--- src/sv/gdo_pkg.sv ---
// Shared types, constants and calendar helpers for the Gregorian date offset block.
package gdo_pkg;

    localparam int OFFSET_BITS_DEF = 18;
    localparam int YEAR_BITS       = 14;
    localparam int MONTH_BITS      = 4;
    localparam int DAY_BITS        = 5;
    localparam int CFG_ADDR_BITS   = 2;
    localparam int CFG_DATA_BITS   = 14;
    localparam int LEN_BITS        = 9;
    localparam int R400_BITS       = 9;

    // Register indexes of the configuration port.
    localparam logic [CFG_ADDR_BITS-1:0] CFG_BASE_YEAR  = 2'd0;
    localparam logic [CFG_ADDR_BITS-1:0] CFG_BASE_MONTH = 2'd1;
    localparam logic [CFG_ADDR_BITS-1:0] CFG_BASE_DAY   = 2'd2;

    localparam logic [YEAR_BITS-1:0]  BASE_YEAR_RST  = 14'd2022;
    localparam logic [MONTH_BITS-1:0] BASE_MONTH_RST = 4'd9;
    localparam logic [DAY_BITS-1:0]   BASE_DAY_RST   = 5'd29;

    // Largest in-range year; anything above it raises the range flag.
    localparam int YEAR_MAX   = 9999;
    // One past the largest base year the year register can hold.
    localparam int YEAR_LIMIT = 16384;

    localparam logic [MONTH_BITS-1:0] MONTH_JAN = 4'd1;
    localparam logic [MONTH_BITS-1:0] MONTH_FEB = 4'd2;
    localparam logic [MONTH_BITS-1:0] MONTH_DEC = 4'd12;

    localparam logic [LEN_BITS-1:0] DAYS_COMMON = 9'd365;
    localparam logic [LEN_BITS-1:0] DAYS_LEAP   = 9'd366;

    localparam logic [R400_BITS-1:0] R400_LAST = 9'd399;
    localparam logic [R400_BITS-1:0] R400_C100 = 9'd100;
    localparam logic [R400_BITS-1:0] R400_C200 = 9'd200;
    localparam logic [R400_BITS-1:0] R400_C300 = 9'd300;

    // The base year is reduced modulo 400 by restoring subtraction of 400 * 2^k.
    localparam int MOD_STEPS = 6;
    localparam logic [YEAR_BITS-1:0] MOD_DIV [MOD_STEPS] = '{
        14'd12800, 14'd6400, 14'd3200, 14'd1600, 14'd800, 14'd400
    };

    typedef enum logic [2:0] {
        S_IDLE,
        S_MOD,
        S_INIT,
        S_BACK,
        S_FWDY,
        S_MON,
        S_DONE
    } gdo_state_t;

    typedef struct packed {
        logic [YEAR_BITS-1:0]  year;
        logic [MONTH_BITS-1:0] month;
        logic [DAY_BITS-1:0]   day;
        logic                  out_of_range;
    } gdo_result_t;

    // Leap test on the year taken modulo 400.
    function automatic logic is_leap(input logic [R400_BITS-1:0] r);
        return (r[1:0] == 2'b00) && (r != R400_C100) && (r != R400_C200) && (r != R400_C300);
    endfunction

    function automatic logic [R400_BITS-1:0] r400_inc(input logic [R400_BITS-1:0] r);
        return (r == R400_LAST) ? '0 : r + R400_BITS'(1);
    endfunction

    function automatic logic [R400_BITS-1:0] r400_dec(input logic [R400_BITS-1:0] r);
        return (r == '0) ? R400_LAST : r - R400_BITS'(1);
    endfunction

    // Length of a month; February grows by one in a leap year.
    function automatic logic [DAY_BITS-1:0] month_len(input logic [MONTH_BITS-1:0] m,
                                                      input logic leap);
        logic [DAY_BITS-1:0] len;
        unique case (m)
            4'd2:                     len = leap ? 5'd29 : 5'd28;
            4'd4, 4'd6, 4'd9, 4'd11:  len = 5'd30;
            default:                  len = 5'd31;
        endcase
        return len;
    endfunction

endpackage

--- src/sv/gdo_alu.sv ---
// Shared adder/subtractor used by every arithmetic step of the date sequencer.
module gdo_alu #(
    parameter int AW = 20
) (
    input  logic [AW-1:0] a,
    input  logic [AW-1:0] b,
    input  logic          sub,
    output logic [AW-1:0] sum,
    output logic          neg
);

    assign sum = sub ? (a - b) : (a + b);
    assign neg = sum[AW-1];

endmodule

--- src/sv/gdo_ctrl.sv ---
// Sequencer that steps a date by whole years, then months; the days left give the day.
module gdo_ctrl #(
    parameter int OFFSET_BITS = gdo_pkg::OFFSET_BITS_DEF
) (
    input  logic                           aclk,
    input  logic                           aresetn,
    input  logic                           in_valid,
    output logic                           in_ready,
    input  logic [OFFSET_BITS-1:0]         in_offset,
    input  logic [gdo_pkg::YEAR_BITS-1:0]  base_year,
    input  logic [gdo_pkg::MONTH_BITS-1:0] base_month,
    input  logic [gdo_pkg::DAY_BITS-1:0]   base_day,
    output logic                           res_valid,
    input  logic                           res_ready,
    output gdo_pkg::gdo_result_t           res
);
    import gdo_pkg::*;

    // Day accumulator: holds the offset plus one month's worth of days, and
    // the base year while it is reduced modulo 400.
    localparam int AW = (OFFSET_BITS + 2 > 16) ? OFFSET_BITS + 2 : 16;
    // Signed year: base years up to 16383 plus the widest span of the offset.
    localparam int YW = $clog2(YEAR_LIMIT + (2 ** (OFFSET_BITS - 1)) / 365 + 2) + 1;

    gdo_state_t             state_reg, state_next;
    logic [AW-1:0]          t_reg, t_next;
    logic signed [YW-1:0]   y_reg, y_next;
    logic [R400_BITS-1:0]   r400_reg, r400_next;
    logic [MONTH_BITS-1:0]  m_reg, m_next;
    logic [2:0]             k_reg, k_next;
    logic [OFFSET_BITS-1:0] off_reg, off_next;

    logic [AW-1:0]         alu_a, alu_b, alu_sum;
    logic                  alu_sub, alu_neg;
    logic [R400_BITS-1:0]  r_inc, r_dec, r_mod;
    logic [MONTH_BITS-1:0] m_clamp;
    logic [DAY_BITS-1:0]   d_clamp;
    logic [LEN_BITS-1:0]   len_fwd, len_back;
    logic [DAY_BITS-1:0]   len_mon;
    logic                  year_high;

    gdo_alu #(.AW(AW)) u_alu (
        .a   (alu_a),
        .b   (alu_b),
        .sub (alu_sub),
        .sum (alu_sum),
        .neg (alu_neg)
    );

    assign r_inc = r400_inc(r400_reg);
    assign r_dec = r400_dec(r400_reg);
    assign r_mod = t_reg[R400_BITS-1:0];

    // Base date clean-up, valid while the remainder sits in t_reg.
    always_comb begin
        m_clamp = ((base_month == '0) || (base_month > MONTH_DEC)) ? MONTH_JAN : base_month;
        d_clamp = ((base_day == '0) || (base_day > month_len(m_clamp, is_leap(r_mod))))
                  ? DAY_BITS'(1) : base_day;
    end

    // A forward year step from the first of January or February crosses February
    // of this year, else of the next year; a backward step, that of a year earlier.
    always_comb begin
        if (m_reg <= MONTH_FEB) begin
            len_fwd  = is_leap(r400_reg) ? DAYS_LEAP : DAYS_COMMON;
            len_back = is_leap(r_dec) ? DAYS_LEAP : DAYS_COMMON;
        end else begin
            len_fwd  = is_leap(r_inc) ? DAYS_LEAP : DAYS_COMMON;
            len_back = is_leap(r400_reg) ? DAYS_LEAP : DAYS_COMMON;
        end
        len_mon = month_len(m_reg, is_leap(r400_reg));
    end

    always_ff @(posedge aclk) begin
        if (!aresetn) begin
            state_reg <= S_IDLE;
        end else begin
            state_reg <= state_next;
        end
        t_reg    <= t_next;
        y_reg    <= y_next;
        r400_reg <= r400_next;
        m_reg    <= m_next;
        k_reg    <= k_next;
        off_reg  <= off_next;
    end

    always_comb begin
        state_next = state_reg;
        t_next     = t_reg;
        y_next     = y_reg;
        r400_next  = r400_reg;
        m_next     = m_reg;
        k_next     = k_reg;
        off_next   = off_reg;
        alu_a      = t_reg;
        alu_b      = '0;
        alu_sub    = 1'b0;
        in_ready   = 1'b0;
        res_valid  = 1'b0;

        unique case (state_reg)
            S_IDLE: begin
                in_ready = 1'b1;
                if (in_valid) begin
                    off_next   = in_offset;
                    t_next     = AW'(base_year);
                    y_next     = $signed(YW'(base_year));
                    k_next     = '0;
                    state_next = S_MOD;
                end
            end
            S_MOD: begin
                alu_b   = AW'(MOD_DIV[k_reg]);
                alu_sub = 1'b1;
                if (!alu_neg) begin
                    t_next = alu_sum;
                end
                k_next = k_reg + 3'd1;
                if (k_reg == 3'(MOD_STEPS - 1)) begin
                    state_next = S_INIT;
                end
            end
            S_INIT: begin
                // Fold the day into the offset and work from the first of the month.
                r400_next  = r_mod;
                m_next     = m_clamp;
                alu_a      = {{(AW - OFFSET_BITS){off_reg[OFFSET_BITS-1]}}, off_reg};
                alu_b      = AW'(d_clamp - DAY_BITS'(1));
                t_next     = alu_sum;
                state_next = alu_neg ? S_BACK : S_FWDY;
            end
            S_BACK: begin
                alu_b      = AW'(len_back);
                t_next     = alu_sum;
                y_next     = y_reg - YW'(1);
                r400_next  = r_dec;
                if (!alu_neg) begin
                    state_next = S_FWDY;
                end
            end
            S_FWDY: begin
                alu_b   = AW'(len_fwd);
                alu_sub = 1'b1;
                if (!alu_neg) begin
                    t_next    = alu_sum;
                    y_next    = y_reg + YW'(1);
                    r400_next = r_inc;
                end else begin
                    state_next = S_MON;
                end
            end
            S_MON: begin
                alu_b   = AW'(len_mon);
                alu_sub = 1'b1;
                if (!alu_neg) begin
                    t_next = alu_sum;
                    if (m_reg == MONTH_DEC) begin
                        m_next    = MONTH_JAN;
                        y_next    = y_reg + YW'(1);
                        r400_next = r_inc;
                    end else begin
                        m_next = m_reg + MONTH_BITS'(1);
                    end
                end else begin
                    state_next = S_DONE;
                end
            end
            S_DONE: begin
                res_valid = 1'b1;
                if (res_ready) begin
                    state_next = S_IDLE;
                end
            end
            default: begin
                state_next = S_IDLE;
            end
        endcase
    end

    assign year_high        = y_reg > $signed(YW'(YEAR_MAX));
    assign res.year         = y_reg[YEAR_BITS-1:0];
    assign res.month        = m_reg;
    assign res.day          = t_reg[DAY_BITS-1:0] + DAY_BITS'(1);
    assign res.out_of_range = y_reg[YW-1] || year_high;

    a_mod_count: assert property (@(posedge aclk) disable iff (!aresetn)
        state_reg == S_MOD |-> k_reg < 3'(MOD_STEPS))
        else $error("modulo step counter ran past its last step");

    a_r400_range: assert property (@(posedge aclk) disable iff (!aresetn)
        (state_reg == S_BACK || state_reg == S_FWDY || state_reg == S_MON)
        |-> r400_reg <= R400_LAST)
        else $error("year modulo 400 left its range");

    a_month_range: assert property (@(posedge aclk) disable iff (!aresetn)
        (state_reg == S_MON || state_reg == S_DONE)
        |-> (m_reg >= MONTH_JAN && m_reg <= MONTH_DEC))
        else $error("month register out of range");

    a_days_left: assert property (@(posedge aclk) disable iff (!aresetn)
        state_reg == S_DONE |-> (!t_reg[AW-1] && t_reg < AW'(31)))
        else $error("remaining days do not fit in the final month");

    a_back_exit: assert property (@(posedge aclk) disable iff (!aresetn)
        ($past(state_reg) == S_FWDY && state_reg == S_FWDY) |-> !t_reg[AW-1])
        else $error("forward year stepping with a negative day count");

endmodule

--- src/sv/gregorian_date_offset.sv ---
// Top level: configuration registers, date sequencer and result register.
//
//  channel  | direction | beat payload
//  ---------+-----------+-----------------------------------------------
//  s_       | in        | tdata: day_offset (signed)
//  m_       | out       | tdata: target_year, target_month, target_day
//           |           | tuser: out_of_range
//  cfg_     | in        | write of base_year (0), base_month (1), base_day (2)
//
// A beat is worked in order: the base year is reduced modulo 400, the day is folded
// into the offset, then Y whole years are stepped (about |day_offset| / 365, at most 360
// for 18 offset bits) and then M months (at most 11). The year loop through the shared
// adder takes the largest share of the time a beat needs.
// Reset is synchronous on aresetn and restores the base date 2022-09-29.
// The result register frees the sequencer at once, so the next beat is taken
// while an earlier result still waits on m_tready.
module gregorian_date_offset #(
    parameter int OFFSET_BITS = gdo_pkg::OFFSET_BITS_DEF,
    localparam int S_TDATA_W  = ((OFFSET_BITS + 7) / 8) * 8
) (
    input  logic                              aclk,
    input  logic                              aresetn,
    input  logic                              cfg_we,
    input  logic [gdo_pkg::CFG_ADDR_BITS-1:0] cfg_addr,
    input  logic [gdo_pkg::CFG_DATA_BITS-1:0] cfg_wdata,
    input  logic                              s_tvalid,
    output logic                              s_tready,
    // From bit 0: day_offset, then zero padding.
    input  logic [S_TDATA_W-1:0]              s_tdata,
    output logic                              m_tvalid,
    input  logic                              m_tready,
    // From bit 0: target_year[13:0], target_month[17:14], target_day[22:18], zero.
    output logic [23:0]                       m_tdata,
    // Bit 0: out_of_range.
    output logic                              m_tuser
);
    import gdo_pkg::*;

    logic [YEAR_BITS-1:0]  base_year_reg;
    logic [MONTH_BITS-1:0] base_month_reg;
    logic [DAY_BITS-1:0]   base_day_reg;

    logic        out_valid_reg;
    gdo_result_t out_reg;
    gdo_result_t res;
    logic        res_valid, res_ready;

    // Registers are written whenever the enable is high; unknown indexes drop.
    always_ff @(posedge aclk) begin
        if (!aresetn) begin
            base_year_reg  <= BASE_YEAR_RST;
            base_month_reg <= BASE_MONTH_RST;
            base_day_reg   <= BASE_DAY_RST;
        end else if (cfg_we) begin
            if (cfg_addr == CFG_BASE_YEAR) begin
                base_year_reg <= cfg_wdata[YEAR_BITS-1:0];
            end
            if (cfg_addr == CFG_BASE_MONTH) begin
                base_month_reg <= cfg_wdata[MONTH_BITS-1:0];
            end
            if (cfg_addr == CFG_BASE_DAY) begin
                base_day_reg <= cfg_wdata[DAY_BITS-1:0];
            end
        end
    end

    gdo_ctrl #(.OFFSET_BITS(OFFSET_BITS)) u_ctrl (
        .aclk       (aclk),
        .aresetn    (aresetn),
        .in_valid   (s_tvalid),
        .in_ready   (s_tready),
        .in_offset  (s_tdata[OFFSET_BITS-1:0]),
        .base_year  (base_year_reg),
        .base_month (base_month_reg),
        .base_day   (base_day_reg),
        .res_valid  (res_valid),
        .res_ready  (res_ready),
        .res        (res)
    );

    // The result register takes a new result when it is empty or being drained.
    assign res_ready = !out_valid_reg || m_tready;

    always_ff @(posedge aclk) begin
        if (!aresetn) begin
            out_valid_reg <= 1'b0;
        end else if (res_valid && res_ready) begin
            out_valid_reg <= 1'b1;
        end else if (m_tready) begin
            out_valid_reg <= 1'b0;
        end
        if (res_valid && res_ready) begin
            out_reg <= res;
        end
    end

    assign m_tvalid = out_valid_reg;
    assign m_tdata  = {1'b0, out_reg.day, out_reg.month, out_reg.year};
    assign m_tuser  = out_reg.out_of_range;

endmodule

--- config.mk ---
export PLATFORM = sky130hd
export DESIGN_NAME = gregorian_date_offset
export DESIGN_NICKNAME = d
export VERILOG_FILES = /design/src/sv/gdo_pkg.sv /design/src/sv/gdo_alu.sv /design/src/sv/gdo_ctrl.sv /design/src/sv/gregorian_date_offset.sv
export SDC_FILE = /design/constraint.sdc
export NUM_CORES = 1
export LEC_CHECK = 0
export BUFFER_PORTS_ARGS = -buffer_cell sky130_fd_sc_hd__buf_2
export CORE_MARGIN = 3
export CORE_UTILIZATION = 40
export CTS_BUF_LIST = sky130_fd_sc_hd__clkbuf_2 sky130_fd_sc_hd__clkbuf_4 sky130_fd_sc_hd__clkbuf_8
export DETAILED_ROUTE_END_ITERATION = 10
export GPL_ROUTABILITY_DRIVEN = 0
export GPL_TIMING_DRIVEN = 0
export PLACE_DENSITY_LB_ADDON = 0.2
export SETUP_SLACK_MARGIN = 0.2
export SKIP_CTS_REPAIR_TIMING = 1
export SLEW_MARGIN = 20
export SYNTH_ARGS = -nofsm -noshare
export SYNTH_HDL_FRONTEND = slang
export SYNTH_SLANG_ARGS = --single-unit
--- constraint.sdc ---
create_clock -name aclk -period 12.4 [get_ports aclk]
set_clock_uncertainty 0.1 [all_clocks]
set_input_delay 1.24 -clock aclk [delete_from_list [all_inputs] [get_ports aclk]]
set_output_delay 1.24 -clock aclk [all_outputs]
set_load 0.02 [all_outputs]
=== Word level (Yosys, flattened, before mapping) ===
Memory sizes are Yosys's and may differ from the RTL's.
Cells that the tools add are included.

* Bits in read-only memories: 112
* Latch bits: 0
* RAM bits: 0
* Bits of input ports: 45
* Bits in registers: 121
* Output and inout bits: 27
* Memories kept: 1
* Logic and storage cells: 170

* Divide/modulo/power cells: 0
* $mul: 0
* Shift operators: 0
* Equal/unequal tests: 43
* $lt $le $gt $ge: 5
* Bitwise logic cells: 1
* Mux-type cells: 48
* Reduce and logical (&&, ||, !) cells: 47
* $add $sub $neg: 10

{| class="wikitable"
|+ Memory list
! name !! words !! bits a word !! read ports !! clocked after memory_dff !! write ports !! RTL line !! RTL
|-
| (name not given) || 8 || 14 || 1 || 0 || 0 || gdo_ctrl.sv:114 || <nowiki>alu_b = AW'(MOD_DIV[k_reg]);</nowiki>
|}

{| class="wikitable"
|+ Operator list
! cell !! count
|-
| $pmux W20 S5 || 1
|-
| $mux W20 || 4
|-
| $mux W16 || 4
|-
| $pmux W16 S4 || 1
|-
| $mux W9 || 7
|-
| $pmux W20 S3 || 1
|-
| $ne A9 B7 Y1 const B || 4
|-
| $ne A9 B8 Y1 const B || 4
|-
| $ne A9 B9 Y1 const B || 4
|-
| $pmux W9 S4 || 1
|-
| $mux W14 || 2
|-
| $mux W3 || 8
|-
| $pmux W3 S7 || 1
|-
| $add A20 B20 Y20 || 1
|-
| $eq A4 B4 Y1 const B || 5
|-
| $pmux W5 S2 || 2
|-
| $sub A20 B20 Y20 || 1
|-
| $add A16 B2 Y16 const B || 1
|-
| $eq A4 B3 Y1 const B || 4
|-
| $gt A16 B15 Y1 const B || 1
|-
| $sub A16 B2 Y16 const B || 1
|-
| $logic_and A1 B1 Y1 || 13
|-
| $eq A3 B3 Y1 const B || 4
|-
| $mux W4 || 3
|-
| other kinds (42) || 76
|}

=== Logic depth before layout (Yosys ltp) ===
* Depth after elaboration: 15
* Gate-level depth with buffers: 30
* Depth with buffers taken out: 29

=== Hierarchy ===
A second synthesis with hierarchy kept.

* Cells, all modules: 922
* Area, all modules: 8534.4 µm²

{| class="wikitable"
|+ Modules (own cells, without submodules)
! module !! area each (µm²) !! instances !! cells each !! sequential area each (µm²)
|-
| gdo_ctrl || 5376.4 || 1 || 607 || 2162.1
|-
| gregorian_date_offset || 1790.5 || 1 || 132 || 1201.2
|-
| gdo_alu || 1367.6 || 1 || 183 || 0.0
|}

=== Worst setup path after synthesis ===
No wires, ideal clock.

* Kind: register -> register
* From: reg u_ctrl.t_reg[2]
* To: reg u_ctrl.t_reg[0] (enable)
* Library setup time: 0.405 ns
* Data arrival time: 6.072 ns
* Setup slack: 5.823 ns
* Period minus slack after synthesis: 6.577 ns
* Required time: 11.895 ns
* Stages on the path, launching flop included: 28
* Buffers on the path: 1
* Cell sequence: edfxtp_1 > clkbuf_1 > nor4b_1 > a21oi_1 > o31ai_1 > a21oi_1 > nor3_1 > a31oi_1 > ha_1 > a21boi_4 > o21ai_2 > o21a_1 > ha_1 > inv_1 > o211ai_1 > a21boi_0 > o311ai_2 > o21ai_1 > o21ai_0 > a211oi_1 > ha_1 > nand2_1 > or4b_1 > o21bai_1 > o21ai_0 > o21ai_2 > xnor2_2 > o22ai_1

* Cells in the longest elaborated chain, start to end: 15
* Elaborated cells on any way between the ends: 19
* Classes of those cells: 3 x add/sub; 1 x order compare; 4 x eq/ne; 6 x mux; 5 x reduce/logical

{| class="wikitable"
|+ Ends and longest elaborated chain
! element !! RTL line !! RTL
|-
| start, declared || gdo_ctrl.sv:26 || <nowiki>logic [AW-1:0] t_reg, t_next;</nowiki>
|-
| start signal, assigned || gdo_ctrl.sv:80 || <nowiki>t_reg <= t_next;</nowiki>
|-
| $ne A9 B7 Y1 || gdo_pkg.sv:64 || <nowiki>return (r[1:0] == 2'b00) && (r != R400_C100) && (r != R400_C200) && (r != R400_C300);</nowiki>
|-
| $logic_and A1 B1 Y1 (3 in series) || gdo_pkg.sv:64 ||
|-
| $mux W1 || gdo_pkg.sv:80 || <nowiki>4'd2: len = leap ? 5'd29 : 5'd28;</nowiki>
|-
| $pmux W5 S2 || gdo_pkg.sv:79 || <nowiki>unique case (m)</nowiki>
|-
| $gt A5 B5 Y1 || gdo_ctrl.sv:57 || <nowiki>d_clamp = ((base_day == '0) || (base_day > month_len(m_clamp, is_leap(r_mod))))</nowiki>
|-
| $logic_or A1 B1 Y1 || gdo_ctrl.sv:57 ||
|-
| $mux W5 || gdo_ctrl.sv:58 || <nowiki>? DAY_BITS'(1) : base_day;</nowiki>
|-
| $sub A5 B1 Y6 || gdo_ctrl.sv:129 || <nowiki>alu_b = AW'(d_clamp - DAY_BITS'(1));</nowiki>
|-
| $pmux W20 S5 || gdo_ctrl.sv:102 || <nowiki>unique case (state_reg)</nowiki>
|-
| $add A20 B20 Y20 or $sub A20 B20 Y20 (tied branches) || gdo_alu.sv:12 || <nowiki>assign sum = sub ? (a - b) : (a + b);</nowiki>
|-
| $mux W20 (*) || gdo_alu.sv:12 ||
|-
| $ne A2 B2 Y1 (no source line) (*) || n/a ||
|-
| $reduce_and A3 Y1 (no source line) (*) || n/a ||
|}

Every way passes the cells marked *; elsewhere a longest branch is shown, timed or not.
A chain may end at the register's enable or synchronous reset.

=== Final worst setup path ===
* From: reg u_ctrl.t_reg[3]
* To: reg u_ctrl.y_reg[15] (enable)

* Cells in the longest elaborated chain, start to end: 15
* Elaborated cells on any way between the ends: 20
* Classes of those cells: 3 x add/sub; 1 x order compare; 5 x eq/ne; 6 x mux; 5 x reduce/logical

{| class="wikitable"
|+ Ends and longest elaborated chain
! element !! RTL line !! RTL
|-
| $ne A9 B7 Y1 || gdo_pkg.sv:64 ||
|-
| $logic_and A1 B1 Y1 (3 in series) || gdo_pkg.sv:64 ||
|-
| $mux W1 || gdo_pkg.sv:80 ||
|-
| $pmux W5 S2 || gdo_pkg.sv:79 ||
|-
| $gt A5 B5 Y1 || gdo_ctrl.sv:57 ||
|-
| $logic_or A1 B1 Y1 || gdo_ctrl.sv:57 ||
|-
| $mux W5 || gdo_ctrl.sv:58 ||
|-
| $sub A5 B1 Y6 || gdo_ctrl.sv:129 ||
|-
| $pmux W20 S5 || gdo_ctrl.sv:102 ||
|-
| $add A20 B20 Y20 or $sub A20 B20 Y20 (tied branches) || gdo_alu.sv:12 ||
|-
| $mux W20 (*) || gdo_alu.sv:12 ||
|-
| $ne A2 B2 Y1 (no source line) || n/a ||
|-
| $reduce_and A5 Y1 (no source line) (*) || n/a ||
|-
| end signal, assigned || gdo_ctrl.sv:81 || <nowiki>y_reg <= y_next;</nowiki>
|-
| end, declared || gdo_ctrl.sv:27 || <nowiki>logic signed [YW-1:0] y_reg, y_next;</nowiki>
|}

Marked as above.

==> flow_metrics.py <==
metrics = {
    "outcome": {
        "status": "complete, no violations",
    },
    "timing": {
        "tns_ns": 0,
        "tightest_slew_ns": 0.9294,
        "fmax_mhz": 128.9,
        "period_share_pct": 62.58,
        "report.final.hold_viol_count": 0,
        "fin_crit_ns": 7.759,
        "rsz0062_at_grt": "no",
        "slew_headroom_pct": 37.81,
        "finalMaxSlewViolations": 0,
        "finalSetupViolCount": 0,
    },
    "floorplan": {
        "ios": 72,
        "die_h_um": 145.8,
        "rows": 50,
        "dieArea_um2": 21260,
        "core_region_area_um2": 18960,
        "die_w_um": 145.8,
        "start_util_pct": 41.25,
    },
    "worst_setup_path": {
        "worstSetupPathType": "reg2reg",
        "critPathMaxStageDelay_ns": 0.53,
        "startpoint": "u_ctrl.t_reg[3]$_DFFE_PP_",
        "reg2reg_depth": 30,
        "cp_num_buf_inv": 3,
        "slowest_stage": "or4b_1",
        "cp-end-kind": "flop",
        "cp.depth": 30,
        "start_kind": "flop",
        "r2r_start": "u_ctrl.t_reg[3]$_DFFE_PP_",
        "crit_end": "u_ctrl.y_reg[15]$_SDFFCE_PP0P_",
        "crit_arrival_ns": 7.82,
        "crit_fanout": 12,
        "rr_endpoint": "u_ctrl.y_reg[15]$_SDFFCE_PP0P_",
        "critPathTopFamily": "compound AO/OA/AOI/OAI gates",
        "rrSetupSlack_ns": 4.64,
        "worstPathRequired_ns": 12.46,
    },
    "synth": {
        "yosys.area.top_type": "edfxtp_1",
        "synth_common_cells": "135 x nand2_1, 94 x edfxtp_1, 75 x nor2_1",
        "synth-edff-count": 94,
        "syn_area_um2": 7819,
        "netlist_instances": 840,
        "yosys.cell_count.top_type": "nand2_1",
        "synth_cell_types": 90,
        "synth_ff_type": "edfxtp_1",
        "ys_ff_latch": 121,
        "synth_seq_area_share_pct": 43.01,
        "synth_area_per_cell_um2": 9.308,
        "yosys_warnings": 0,
        "synthArstFlopShare_pct": 0,
        "netlist.area_leader.share_pct": 36.10,
        "synth_area_leaders": "edfxtp_1 36%, ha_1 8.2%, dfxtp_1 6.9%",
        "synth_nets": 938,
    },
    "detailed_routing": {
        "drt_pass1_iterations": 5,
        "vias": 6481,
        "ant_nets": 0,
        "post_drt_wl_per_cell_um": 17.39,
        "vias_per_cell": 5.414,
        "drtIter0Drc": 466,
        "drc": 0,
        "wirelength_mm": 20.81,
    },
    "place": {
        "post-dp-hpwl_mm": 15.53,
        "placed_cell_area_um2": 8511,
        "portBuffers": 63,
    },
    "grt": {
        "grt-ovfl-total": 0,
        "grt_pass1_wl_mm": 33.14,
        "grt_max_degree": 25,
        "grt_usage_pct": 19.55,
        "grt_pass1_vias": 6273,
        "antenna_found_initial": 0,
    },
    "clock_tree": {
        "tritoncts": "built",
        "clock_latency_ns": 0.46,
        "clock-sinks": 121,
        "ctsLongestPathBuffers": 2,
        "cts.reportedPaths.clkPinSlew_ns": 0.08,
        "cts_buffers": 17,
        "cts-root-buf": "clkbuf_8",
        "htree_num_levels": 4,
    },
    "final_layout": {
        "nNetsFinal": 1022,
        "n_fill_cell": 1876,
        "largest_reg_flops": 23,
        "area_growth_pct": 13.59,
        "diodes": 0,
        "drive_gt1_share_pct": 14.62,
        "finish.instance_area_um2": 8881,
    },
    "worst_hold_path": {
        "hold_class": "reg2reg",
    },
    "run": {
        "max_cap_violations": 0,
    },
}
## placed cells by master (no fill, tap or decap), types with 9 or more instances in the layout
cell type,n
a21oi_1,64
clkbuf_1,22
dfxtp_1,27
nand2b_1,9
edfxtp_1,94
nor2_1,75
nor3_1,13
nand3_1,27
inv_1,39
o21ai_0,45
xnor2_1,21
mux2i_1,12
nand2_1,135
clkbuf_8,18
ha_1,51
buf_2,71
xor2_1,24
## cell type report
type | instances | area (um2) | share of cell area (%)
tap | 260 | 325.3 | 3.663
buffer | 34 | 150.1 | 1.691
multi-input combinational | 643 | 4165 | 46.90
clock inverter | 11 | 100.1 | 1.127
clock buffer | 21 | 270.3 | 3.043
timing repair buffer | 65 | 341.6 | 3.846
inverter | 42 | 165.2 | 1.860
sequential | 121 | 3363 | 37.87
## worst min path at each step
| stage | from | endpoint | cells after the start |
|---|---|---|---|
| finish | u_ctrl.y_reg[2]$_DFFE_PP_ | m_tdata[2]$_DFFE_PP_ | 0 |
| global route | u_ctrl.y_reg[3]$_DFFE_PP_ | m_tdata[3]$_DFFE_PP_ | 0 |
| CTS | u_ctrl.y_reg[2]$_DFFE_PP_ | m_tdata[2]$_DFFE_PP_ | 0 |
| detailed placement | u_ctrl.y_reg[2]$_DFFE_PP_ | m_tdata[2]$_DFFE_PP_ | 0 |
| global placement | u_ctrl.y_reg[2]$_DFFE_PP_ | m_tdata[2]$_DFFE_PP_ | 0 |
| floorplan | u_ctrl.y_reg[2]$_DFFE_PP_ | m_tdata[2]$_DFFE_PP_ | 0 |
## per-layer routing
| layer | part of all wire, % | vias to the layer above | track usage, % |
|---|---|---|---|
| li1 | - | 3201 | - |
| met1 | 47 | 3083 | 26.59 |
| met2 | 46 | 161 | 31.01 |
| met3 | 4.0 | 36 | 3.644 |
| met4 | 2.9 | 0 | 7.502 |
| met5 | 0 | - | 0 |
## through the flow
step                      worst slack (ns)  util [%]  cells  hold slack [ns]
after floorplan                      5.823         -    840           0.3334
after global placement               3.774     44.63   1163           0.3501
after detailed placement             4.810     44.90   1165           0.3451
after CTS                            4.763     46.85   1197           0.3626
after global routing                 4.201     46.85   1197           0.3823
final                                4.641     46.85   1197           0.3658
## logic make-up (layout without fill, tap and decap cells)
kind of cell             after synthesis  count (layout)  synth area share, %
AND/OR/NAND/NOR                      322             322                19.52
AO/OA/AOI/OAI                        206             206                17.43
flip-flops                           121             121                43.01
buffers and inverters                 76             173                4.033
adder cells (fa/ha/maj)               53              53                8.673
XOR/XNOR                              47              47                5.457
multiplexers                          14              14                1.824
other                                  1               1              0.04796
Power is not shown: default switching activity piles up to over one toggle a cycle in this logic, so the estimate is an artifact.
